===== config.mk =====
export PLATFORM = sky130hd
export DESIGN_NAME = traffic_green_split_allocator
export DESIGN_NICKNAME = d
export VERILOG_FILES = /design/src/sv/tgsa_pkg.sv /design/src/sv/traffic_green_split_allocator.sv /design/src/sv/tgsa_ctrl.sv /design/src/sv/tgsa_dp.sv
export SDC_FILE = /design/constraint.sdc
export NUM_CORES = 1
export LEC_CHECK = 0
export CAP_MARGIN = 20
export CORE_ASPECT_RATIO = 0.9
export CORE_MARGIN = 4
export CORE_UTILIZATION = 70
export DETAILED_ROUTE_END_ITERATION = 6
export DONT_BUFFER_PORTS = 1
export PLACE_DENSITY = 0.93
export SLEW_MARGIN = 20
export SYNTH_ARGS = -nofsm -noshare
export SYNTH_HDL_FRONTEND = slang
export SYNTH_SLANG_ARGS = --single-unit

===== constraint.sdc =====
create_clock -name clk -period 11.9 [get_ports clk]
set_input_delay 1.785 -clock clk [delete_from_list [all_inputs] [get_ports clk]]
set_output_delay 1.785 -clock clk [all_outputs]
set_load 0.01 [all_outputs]

===== src/sv/tgsa_pkg.sv =====
`default_nettype none
package tgsa_pkg;

	// fixed geometry of one request
	localparam int NUM_DIRS = 4;
	localparam int DIR_W    = 2;
	localparam int DENS_W   = 16;
	localparam int GREEN_W  = 8;
	localparam int MIN_W    = 6;
	localparam int SUM_W    = 18;
	localparam int REM_W    = 8;
	localparam int NUM_W    = 26;
	localparam int QUO_W    = 8;
	localparam int BIT_W    = 3;
	localparam int CUR_W    = 10;

	// register map (index = paddr[3:2])
	localparam int ADDR_W = 4;
	localparam logic [1:0] REG_CYC_TARGET = 2'd0;
	localparam logic [1:0] REG_GRN_FLOOR  = 2'd1;
	localparam logic [1:0] REG_GRN_CAP    = 2'd2;

	// register reset values
	localparam logic [GREEN_W-1:0] CYC_TARGET_RST = 8'd30;
	localparam logic [MIN_W-1:0]   GRN_FLOOR_RST  = 6'd5;
	localparam logic [GREEN_W-1:0] GRN_CAP_RST    = 8'd60;

	typedef logic [DENS_W-1:0]  dens_t;
	typedef logic [GREEN_W-1:0] green_t;

	typedef struct packed {
		dens_t dens_north;
		dens_t dens_east;
		dens_t dens_south;
		dens_t dens_west;
	} in_item_t;

	typedef struct packed {
		green_t green_north;
		green_t green_east;
		green_t green_south;
		green_t green_west;
	} out_item_t;

	typedef struct packed {
		logic [GREEN_W-1:0] cyc_target;
		logic [MIN_W-1:0]   grn_floor;
		logic [GREEN_W-1:0] grn_cap;
	} cfg_t;

	// controller to datapath
	typedef struct packed {
		logic             load;
		logic             mul;
		logic             div;
		logic             store;
		logic             add;
		logic             sub;
		logic [DIR_W-1:0] dir;
		logic [BIT_W-1:0] bit_idx;
	} dp_cmd_t;

	// datapath to controller
	typedef struct packed {
		logic sum_zero;
		logic add_go;
		logic sub_go;
	} dp_status_t;

endpackage
`default_nettype wire


===== src/sv/traffic_green_split_allocator.sv =====
// Proportional green-split allocator.
// Input channel (in_valid/in_stall/in_data) carries four approach densities;
// output channel (out_valid/out_stall/out_data) returns four green times.
// A request is taken when valid is high and stall is low at a clock edge.
// Registers for the cycle target, the minimum green and the maximum green
// sit on the APB port at byte addresses 0, 4 and 8; pready is always high.
// One request is worked at a time: in_stall stays high from acceptance
// until its result is loaded into the output register.
// When all densities are zero the result is loaded without working any shares;
// otherwise the four shares are worked out (one multiply, eight restoring divide
// steps and one store per direction), the budget is adjusted one second at a
// time, and the two adjustment loops are closed before the result is loaded.
// The next request can be taken in the cycle after a load, so a new request
// is never taken before the last result is loaded.
// While out_stall is high the result is held; the next request can be
// accepted and worked, and waits for the output register to free up.
// Reset (arst_n low) clears the sequencer and output valid and restores
// the register defaults 30, 5 and 60.
`default_nettype none
module traffic_green_split_allocator (
	input  wire logic                            clk,
	input  wire logic                            arst_n,
	input  wire logic                            in_valid,
	output logic                                 in_stall,
	input  wire tgsa_pkg::in_item_t              in_data,
	output logic                                 out_valid,
	input  wire logic                            out_stall,
	output tgsa_pkg::out_item_t                  out_data,
	input  wire logic                            psel,
	input  wire logic                            penable,
	input  wire logic                            pwrite,
	input  wire logic [tgsa_pkg::ADDR_W-1:0]     paddr,
	input  wire logic [31:0]                     pwdata,
	output logic [31:0]                          prdata,
	output logic                                 pready
);

	tgsa_pkg::cfg_t       cfg_q;
	tgsa_pkg::dp_cmd_t    cmd;
	tgsa_pkg::dp_status_t status;
	tgsa_pkg::out_item_t  result;
	tgsa_pkg::out_item_t  out_q;
	logic                 out_valid_q;
	logic                 busy;
	logic                 out_load;
	logic                 out_free;

	// configuration registers
	always_ff @(posedge clk or negedge arst_n) begin
		if (!arst_n) begin
			cfg_q.cyc_target <= tgsa_pkg::CYC_TARGET_RST;
			cfg_q.grn_floor  <= tgsa_pkg::GRN_FLOOR_RST;
			cfg_q.grn_cap    <= tgsa_pkg::GRN_CAP_RST;
		end else if (psel && penable && pwrite) begin
			case (paddr[3:2])
				tgsa_pkg::REG_CYC_TARGET: cfg_q.cyc_target <= pwdata[7:0];
				tgsa_pkg::REG_GRN_FLOOR:  cfg_q.grn_floor  <= pwdata[5:0];
				tgsa_pkg::REG_GRN_CAP:    cfg_q.grn_cap    <= pwdata[7:0];
				default: begin
				end
			endcase
		end
	end

	// register readback
	always_comb begin
		case (paddr[3:2])
			tgsa_pkg::REG_CYC_TARGET: prdata = 32'(cfg_q.cyc_target);
			tgsa_pkg::REG_GRN_FLOOR:  prdata = 32'(cfg_q.grn_floor);
			tgsa_pkg::REG_GRN_CAP:    prdata = 32'(cfg_q.grn_cap);
			default:                  prdata = '0;
		endcase
	end

	assign pready = 1'b1;

	tgsa_ctrl u_ctrl (
		.clk      (clk),
		.arst_n   (arst_n),
		.in_valid (in_valid),
		.out_free (out_free),
		.status   (status),
		.cmd      (cmd),
		.busy     (busy),
		.out_load (out_load)
	);

	tgsa_dp u_dp (
		.clk     (clk),
		.cfg     (cfg_q),
		.in_data (in_data),
		.cmd     (cmd),
		.status  (status),
		.result  (result)
	);

	assign in_stall = busy;
	assign out_free = !out_valid_q || !out_stall;

	// output register
	always_ff @(posedge clk or negedge arst_n) begin
		if (!arst_n) begin
			out_valid_q <= 1'b0;
		end else if (out_load) begin
			out_valid_q <= 1'b1;
		end else if (!out_stall) begin
			out_valid_q <= 1'b0;
		end
	end

	always_ff @(posedge clk) begin
		if (out_load) out_q <= result;
	end

	assign out_valid = out_valid_q;
	assign out_data  = out_q;

endmodule
`default_nettype wire


===== src/sv/tgsa_ctrl.sv =====
`default_nettype none
module tgsa_ctrl (
	input  wire logic               clk,
	input  wire logic               arst_n,
	input  wire logic               in_valid,
	input  wire logic               out_free,
	input  wire tgsa_pkg::dp_status_t status,
	output tgsa_pkg::dp_cmd_t       cmd,
	output logic                    busy,
	output logic                    out_load
);

	localparam logic [2:0] ST_IDLE  = 3'd0;
	localparam logic [2:0] ST_MUL   = 3'd1;
	localparam logic [2:0] ST_DIV   = 3'd2;
	localparam logic [2:0] ST_STORE = 3'd3;
	localparam logic [2:0] ST_ADD   = 3'd4;
	localparam logic [2:0] ST_SUB   = 3'd5;
	localparam logic [2:0] ST_DONE  = 3'd6;

	logic [2:0] state_q, state_d;
	logic [tgsa_pkg::DIR_W-1:0] dir_q, dir_d;
	logic [tgsa_pkg::BIT_W-1:0] bit_q, bit_d;

	// next state and command decode
	always_comb begin
		state_d     = state_q;
		dir_d       = dir_q;
		bit_d       = bit_q;
		cmd         = '0;
		cmd.dir     = dir_q;
		cmd.bit_idx = bit_q;
		out_load    = 1'b0;
		case (state_q)
			ST_IDLE: begin
				if (in_valid) begin
					cmd.load = 1'b1;
					dir_d    = '0;
					state_d  = ST_MUL;
				end
			end
			ST_MUL: begin
				if (status.sum_zero) begin
					state_d = ST_DONE;
				end else begin
					cmd.mul = 1'b1;
					bit_d   = '1;
					state_d = ST_DIV;
				end
			end
			ST_DIV: begin
				cmd.div = 1'b1;
				bit_d   = bit_q - tgsa_pkg::BIT_W'(1);
				if (bit_q == '0) state_d = ST_STORE;
			end
			ST_STORE: begin
				cmd.store = 1'b1;
				dir_d     = dir_q + tgsa_pkg::DIR_W'(1);
				if (dir_q == tgsa_pkg::DIR_W'(tgsa_pkg::NUM_DIRS - 1)) state_d = ST_ADD;
				else state_d = ST_MUL;
			end
			ST_ADD: begin
				if (status.add_go) cmd.add = 1'b1;
				else state_d = ST_SUB;
			end
			ST_SUB: begin
				if (status.sub_go) cmd.sub = 1'b1;
				else state_d = ST_DONE;
			end
			ST_DONE: begin
				if (out_free) begin
					out_load = 1'b1;
					state_d  = ST_IDLE;
				end
			end
			default: begin
				state_d = ST_IDLE;
			end
		endcase
	end

	assign busy = (state_q != ST_IDLE);

	// state registers
	always_ff @(posedge clk or negedge arst_n) begin
		if (!arst_n) begin
			state_q <= ST_IDLE;
			dir_q   <= '0;
			bit_q   <= '0;
		end else begin
			state_q <= state_d;
			dir_q   <= dir_d;
			bit_q   <= bit_d;
		end
	end

endmodule
`default_nettype wire


===== src/sv/tgsa_dp.sv =====
`default_nettype none
module tgsa_dp (
	input  wire logic               clk,
	input  wire tgsa_pkg::cfg_t     cfg,
	input  wire tgsa_pkg::in_item_t in_data,
	input  wire tgsa_pkg::dp_cmd_t  cmd,
	output tgsa_pkg::dp_status_t    status,
	output tgsa_pkg::out_item_t     result
);

	localparam int N = tgsa_pkg::NUM_DIRS;

	tgsa_pkg::dens_t  dens_q  [N];
	tgsa_pkg::green_t green_q [N];
	tgsa_pkg::dens_t  dens_in [N];
	logic [tgsa_pkg::SUM_W-1:0]   sum_q, sum_in;
	logic [tgsa_pkg::REM_W-1:0]   rem_q;
	logic [tgsa_pkg::GREEN_W-1:0] budget_q, floor_sum, budget_in;
	logic [tgsa_pkg::CUR_W-1:0]   current_q;
	logic [tgsa_pkg::NUM_W-1:0]   num_q, trial;
	logic [tgsa_pkg::QUO_W-1:0]   quo_q;
	logic [23:0]                  product;
	logic [tgsa_pkg::GREEN_W:0]   g_wide;
	tgsa_pkg::green_t             g_cap;
	logic [tgsa_pkg::DIR_W-1:0]   hi_idx, lo_idx;
	logic                         hi_found, lo_found;

	assign dens_in[0] = in_data.dens_north;
	assign dens_in[1] = in_data.dens_east;
	assign dens_in[2] = in_data.dens_south;
	assign dens_in[3] = in_data.dens_west;

	// sum of densities and budget for a new request
	assign sum_in = tgsa_pkg::SUM_W'(dens_in[0]) + tgsa_pkg::SUM_W'(dens_in[1])
		+ tgsa_pkg::SUM_W'(dens_in[2]) + tgsa_pkg::SUM_W'(dens_in[3]);
	assign floor_sum = tgsa_pkg::GREEN_W'({2'b00, cfg.grn_floor} * 8'(N));
	assign budget_in = (cfg.cyc_target > floor_sum) ? cfg.cyc_target : floor_sum;

	// scaled density; the rounding term is added when num_q is loaded
	assign product = 24'(dens_q[cmd.dir]) * 24'(rem_q);

	// restoring divide by 2*sum, one quotient bit a cycle
	assign trial = tgsa_pkg::NUM_W'({sum_q, 1'b0}) << cmd.bit_idx;

	// first pass green with cap
	assign g_wide = {3'b000, cfg.grn_floor} + {1'b0, quo_q};
	assign g_cap  = (g_wide > {1'b0, cfg.grn_cap}) ? cfg.grn_cap : g_wide[7:0];

	// densest direction below max, sparsest above min, lower index wins ties
	always_comb begin
		hi_idx   = '0;
		lo_idx   = '0;
		hi_found = 1'b0;
		lo_found = 1'b0;
		for (int i = 0; i < N; i++) begin
			if (green_q[i] < cfg.grn_cap && (!hi_found || dens_q[i] > dens_q[hi_idx])) begin
				hi_idx   = tgsa_pkg::DIR_W'(i);
				hi_found = 1'b1;
			end
			if (green_q[i] > {2'b00, cfg.grn_floor}
				&& (!lo_found || dens_q[i] < dens_q[lo_idx])) begin
				lo_idx   = tgsa_pkg::DIR_W'(i);
				lo_found = 1'b1;
			end
		end
	end

	assign status.sum_zero = (sum_q == '0);
	assign status.add_go   = hi_found && (current_q < tgsa_pkg::CUR_W'(budget_q));
	assign status.sub_go   = lo_found && (current_q > tgsa_pkg::CUR_W'(budget_q));

	// datapath registers
	always_ff @(posedge clk) begin
		if (cmd.load) begin
			for (int i = 0; i < N; i++) begin
				dens_q[i]  <= dens_in[i];
				green_q[i] <= {2'b00, cfg.grn_floor};
			end
			sum_q     <= sum_in;
			budget_q  <= budget_in;
			rem_q     <= budget_in - floor_sum;
			current_q <= '0;
		end
		if (cmd.mul) begin
			num_q <= tgsa_pkg::NUM_W'({product, 1'b0}) + tgsa_pkg::NUM_W'(sum_q);
			quo_q <= '0;
		end
		if (cmd.div && num_q >= trial) begin
			num_q              <= num_q - trial;
			quo_q[cmd.bit_idx] <= 1'b1;
		end
		if (cmd.store) begin
			green_q[cmd.dir] <= g_cap;
			current_q        <= current_q + tgsa_pkg::CUR_W'(g_cap);
		end
		if (cmd.add) begin
			green_q[hi_idx] <= green_q[hi_idx] + tgsa_pkg::GREEN_W'(1);
			current_q       <= current_q + tgsa_pkg::CUR_W'(1);
		end
		if (cmd.sub) begin
			green_q[lo_idx] <= green_q[lo_idx] - tgsa_pkg::GREEN_W'(1);
			current_q       <= current_q - tgsa_pkg::CUR_W'(1);
		end
	end

	assign result.green_north = green_q[0];
	assign result.green_east  = green_q[1];
	assign result.green_south = green_q[2];
	assign result.green_west  = green_q[3];

endmodule
`default_nettype wire


# == After elaboration in Yosys (flattened, before gate mapping) ==
# Memories as Yosys holds them, arrays and structs flattened.
# Cells that the tools add are included.
# totals
reg_bits,141
ram_bits,96
input_bits,107
output_inout_bits,67
elab_cells,188
n_memories,2
# mem_list
name,depth,word_bits,rd,rd_clocked_by_memory_dff,wr,line,rtl
u_dp.dens_q,4,16,9,0,4,tgsa_dp.sv:13,tgsa_pkg::dens_t dens_q [N];
u_dp.green_q,4,8,6,0,4,tgsa_dp.sv:14,tgsa_pkg::green_t green_q [N];
# op_classes
addsub,14
n_mul,1
order_cmp,21
eq_ne,16
shift,1
muxes,70
bitwise_logic,1
reduce_logical,45
# ops
cell,n
8-bit 2-to-1 mux,7
26-bit 2-to-1 mux,2
16-bit > comparator,3
16-bit less-than comparator,3
10-bit 2-to-1 mux,4
18-bit by 16-bit adder with 18-bit output,2
1-bit 2-to-1 mux,36
8-bit by 6-bit > comparator with 1-bit output,4
8-bit less-than comparator,4
25-bit by 18-bit adder with 26-bit output,1
26-bit greater-or-equal comparator,1
19-bit by 3-bit << shifter with 26-bit output,1
26-bit subtractor,1
16-bit by 8-bit multiplier with 24-bit output,1
3-bit 2-to-1 mux,8
8-bit one-hot mux with 3 select lines,1
8-bit OR reduction,3
3-bit one-hot mux with 7 select lines,1
18-bit zero test,1
16-bit by 16-bit adder with 17-bit output,1
2-bit 2-to-1 mux,8
1-bit logical AND,12
"10-bit by 1-bit adder with 10-bit output, second input constant",1
10-bit by 8-bit adder with 10-bit output,1
other kinds (33),62

# == Logic depth before layout (Yosys ltp) ==
# An unclocked memory read counts as a cell.
# logic_depth
word_depth,25
ltp_mapped,43
mapped_depth_nobuf,39

# == Modules after synthesis ==
# Synthesis repeated with hierarchy kept, for this count alone.
# hier_totals
hier_cells,2466
area_unflattened_um2,23970.5
# by_module_without_submodules
mod,instances,cells_per_inst,area_each_um2,seq_area_each_um2
tgsa_dp,1,2273,21220.4,5084.9
traffic_green_split_allocator,1,136,2217.1,1549.0
tgsa_ctrl,1,57,533.0,200.2

# == Worst setup path before layout ==
# No wires, ideal clock.
# synth_path
path_type,register to register
from,register cfg_q[9] (netlist bit)
to,"memory u_dp.green_q[2][6] (netlist bit), data pin"
setup_time_ps,272
arrival_time_ps,7698
required_ps,11628
path_slack_ps,3930
stages_incl_launch_ff,43
path_buffers,4
period_less_slack_ps,7970
cell_sequence,dfrtp_1 inv_1 ha_1 nor2b_1 o21ai_0 a31oi_2 nor3_1 o21a_1 buf_6 clkbuf_1 nor2_1 a21oi_1 ha_1 a21o_1 a21oi_1 o22ai_1 nor3_1 o211a_1 (+7 left out) a21o_1 a21o_1 a21o_1 a21o_1 a21o_1 a211oi_1 a31oi_2 buf_2 mux2i_1 ha_1 nand2_1 or3_1 xor2_1 o21ai_0 o311ai_0 mux2i_1 a221oi_1 nor2b_1
# synth_lines
element,line,rtl
from (decl),traffic_green_split_allocator.sv:38,tgsa_pkg::cfg_t cfg_q;
to (decl),tgsa_dp.sv:14,

==> flow_summary.yaml <==
floorplan:
  die-height_um: 184
  floorplan.core_area_um2: 34000
  ios: 174
  die_width_um: 204
  dieArea_um2: 37500
  floorplan.rows: 64
  start_util_pct: 71.0
hold_path:
  worst_hold_path_type: "reg -> reg"
sta:
  min_period_over_period_pct: 92.4
  final.setup.tns_ps: 0
  clock.fmax_mhz: 91.0
  unrepaired_setup_endpoints_after_global_routing: "false"
  post_layout_worst_setup_margin_ps: 909
  timing.hold.ws_ps: 490
  fin_crit_ps: 10990
  timing.final.max_slew_violations: 0
  clock-skew-final_ps: 16.8
  worstMarginPinSlew_ps: 988
  hold_viol_final: 0
  setup_viol: 0
  timing.max_slew.rel_slack_pct: 34.1
route:
  initialDrtViolationCount: 2680
  postRouteAntennaNets: 0
  postRouteWirelength_um: 71100
  firstDrtPassIters: 7
  route.detailed.vias_per_inst: 6.87
  via_count: 20500
  drt-wirelength-per-cell_um: 23.8
  drcViolationCount: 1
logic_synthesis:
  synth_edf_count: 196
  synth_largest_area_cell: "sky130_fd_sc_hd__edfxtp_1"
  synth_seq_cells: 235
  yosys-top-cells-count: "297 x sky130_fd_sc_hd__ha_1, 255 x sky130_fd_sc_hd__inv_1, 226 x sky130_fd_sc_hd__nand2_1"
  yosysWarnings: 0
  most_frequent_cell_after_synthesis: "sky130_fd_sc_hd__ha_1"
  synthDominantCellAreaShare_pct: 24.4
  yosys-top-cells-area: "sky130_fd_sc_hd__edfxtp_1 24%, sky130_fd_sc_hd__ha_1 15%, sky130_fd_sc_hd__fa_1 8.8%"
  synth.lib_cells_used.distinct: 98
  synth_seq_area_share_pct: 28.4
  syn_area_um2: 24100
  netlist_instances: 2526
  async_flop_share_pct: 13.2
  postSynth.topFlopCell: "sky130_fd_sc_hd__edfxtp_1"
  post_synth.cell_area_avg_um2: 9.54
finish:
  n_antenna_cell: 0
  ff_latch_area_um2: 6830
  final_net_count: 3013
  final_layout_size_suffix_gt1_share_pct: 7.38
  fillCellCount: 2272
  area_growth_pct: 5.42
  multiInputGateArea_um2: 16000
  final_core_utilization_pct: 74.8
critical_path:
  path_delay_family: "compound AO/OA/AOI/OAI gates"
  critical_path.startpoint_type: "flop"
  crit_path_max_incr_delay_ps: 820
  critPathCaptureType: "flop"
  cp_data_arrival_time_ps: 11270
  worstPathRequired_ps: 12180
  cp_num_buf_inv: 3
  setup.worst_path.class: "reg -> reg"
  slowest_stage: "sky130_fd_sc_hd__o21a_1"
  crit_path_max_fanout: 26
placement:
  buffers_added_on_ports: 0
  globalplace.congestion: 0.974
  place_worst_setup_slack_ps: 1480
  hpwlAfterDp_um: 53400
clock_tree:
  postCtsSetupRepairBufs: 0
  cts_resized: 0
  cts_hold_buf: 0
  clock_root_buffer_master: "sky130_fd_sc_hd__clkbuf_16"
  cts.sinks: 235
  clock_tree_from_tritoncts: "built"
  cts_max_path_buffers: 3
  clk_transition_reported_paths_ps: 70
  cts_made_buffers: 26
  htree_levels: 1
  insertion_delay_ps: 560
run_status:
  run_status: "finished, violations left"
  failing_checks: "design-rule violations"
grt:
  grt_start_max_net_pins: 85
  grt_use_met3_pct: 8.94
  first_global_vias: 20500
  antenna_found_initial: 0
  global_route_wire_length_before_repair_um: 112000
  globalRouteOverflowTotal: 0
  grt.busiest_layer: "met2"
  overall_track_demand_over_capacity_in_global_routing_pct: 37.4
  global_route.usage.met2_pct: 60.5
  globalRouteMet1Util_pct: 49.2
job:
  max_cap_viol_count: 0
[state kept, by name (all words and copies together), names as in the netlist]
| signal | cells |
|---|---|
| u_ctrl.dir_q | 2 |
| u_dp.rem_q | 6 |
| out_data | 32 |
| u_dp.green_q | 32 |
| u_dp.dens_q | 64 |
| u_dp.budget_q | 8 |
| u_dp.num_q | 26 |
| u_dp.sum_q | 18 |
| cfg_q | 22 |
| u_dp.quo_q | 8 |
| u_ctrl.bit_q | 3 |
| u_ctrl.state_q | 3 |
| u_dp.current_q | 10 |
| out_valid | 1 |
[tightest hold or removal path: stages (launching register included)]
cell,delay (ps)
sky130_fd_sc_hd__dfxtp_1,330
sky130_fd_sc_hd__nand2_1,50
sky130_fd_sc_hd__o21ai_0,60
[path summary, 6_finish.rpt]
check,start,to,slack [ps],cells past startpoint
max,cfg_q[11],u_dp.green_q[1][6],910,36
min,u_dp.quo_q[4],u_dp.quo_q[4],490,2
max reg2reg,cfg_q[11],u_dp.green_q[1][6],910,36
min reg2reg,u_dp.quo_q[4],u_dp.quo_q[4],490,2
max in group asynchronous,arst_n,cfg_q[10],10810,0
min in group asynchronous,arst_n,u_ctrl.dir_q[0],910,0
[area by class of cell]
cell class,count,area share (%)
clock buffer,32,2.86
multi-input combinational,1967,62.9
timing repair buffer,16,0.552
inverter,257,3.80
sequential,235,26.9
clock inverter,14,0.719
tap,462,2.28
[through the flow]
step	area, um2	std cells
after CTS	25400	2982
after floorplan	24200	2549
after global placement	24400	2936
after global routing	25400	2983
after detailed placement	24500	2936
final	25400	2983
[cells in the final DEF, fill, tap and decap left out, types with 13 or more instances in the layout]
master | netlist | routed
sky130_fd_sc_hd__a211oi_1 | 21 | 20
sky130_fd_sc_hd__a21o_1 | 51 | 51
sky130_fd_sc_hd__a21oi_1 | 169 | 169
sky130_fd_sc_hd__a31oi_1 | 16 | 16
sky130_fd_sc_hd__and2_1 | 63 | 63
sky130_fd_sc_hd__and3_1 | 17 | 16
sky130_fd_sc_hd__buf_4 | 26 | 15
sky130_fd_sc_hd__clkbuf_16 | 0 | 28
sky130_fd_sc_hd__conb_1 | 2 | 25
sky130_fd_sc_hd__dfrtp_1 | 21 | 21
sky130_fd_sc_hd__edfxtp_1 | 196 | 196
sky130_fd_sc_hd__fa_1 | 106 | 106
sky130_fd_sc_hd__ha_1 | 297 | 297
sky130_fd_sc_hd__inv_1 | 255 | 255
sky130_fd_sc_hd__mux2_2 | 45 | 45
sky130_fd_sc_hd__mux2i_1 | 68 | 68
sky130_fd_sc_hd__mux4_2 | 21 | 21
sky130_fd_sc_hd__nand2_1 | 226 | 225
sky130_fd_sc_hd__nand2b_1 | 22 | 22
sky130_fd_sc_hd__nand3_1 | 45 | 45
sky130_fd_sc_hd__nand4_1 | 30 | 30
sky130_fd_sc_hd__nor2_1 | 155 | 154
sky130_fd_sc_hd__nor2b_1 | 33 | 33
sky130_fd_sc_hd__nor3_1 | 37 | 36
sky130_fd_sc_hd__o211ai_1 | 18 | 18
sky130_fd_sc_hd__o21a_1 | 29 | 29
sky130_fd_sc_hd__o21ai_0 | 132 | 132
sky130_fd_sc_hd__o21bai_1 | 20 | 20
sky130_fd_sc_hd__o31ai_1 | 13 | 13
sky130_fd_sc_hd__xnor2_1 | 82 | 82
sky130_fd_sc_hd__xor2_1 | 42 | 42
[metal layers]
metal	vias to the layer above	routed length [um]	part of all wire, %
met2	1419	32300	45
met5	-	0	0
li1	8975	-	-
met4	0	3680	5.2
met1	9797	26500	37
met3	310	8620	12
[logic make-up after synthesis]
group                    after synthesis  share of synthesized area, %
AND/OR/NAND/NOR                      686                          13.7
AO/OA/AOI/OAI                        590                          16.1
adder cells (fa/ha/maj)              403                          24.2
buffers and inverters                347                          5.90
flip-flops                           235                          28.4
multiplexers                         139                          7.15
XOR/XNOR                             124                          4.51
other                                  2                        0.0312
Power is left out: the tool's default activity adds up to more than one toggle a clock period on the data nets, which glitch-free logic cannot reach.
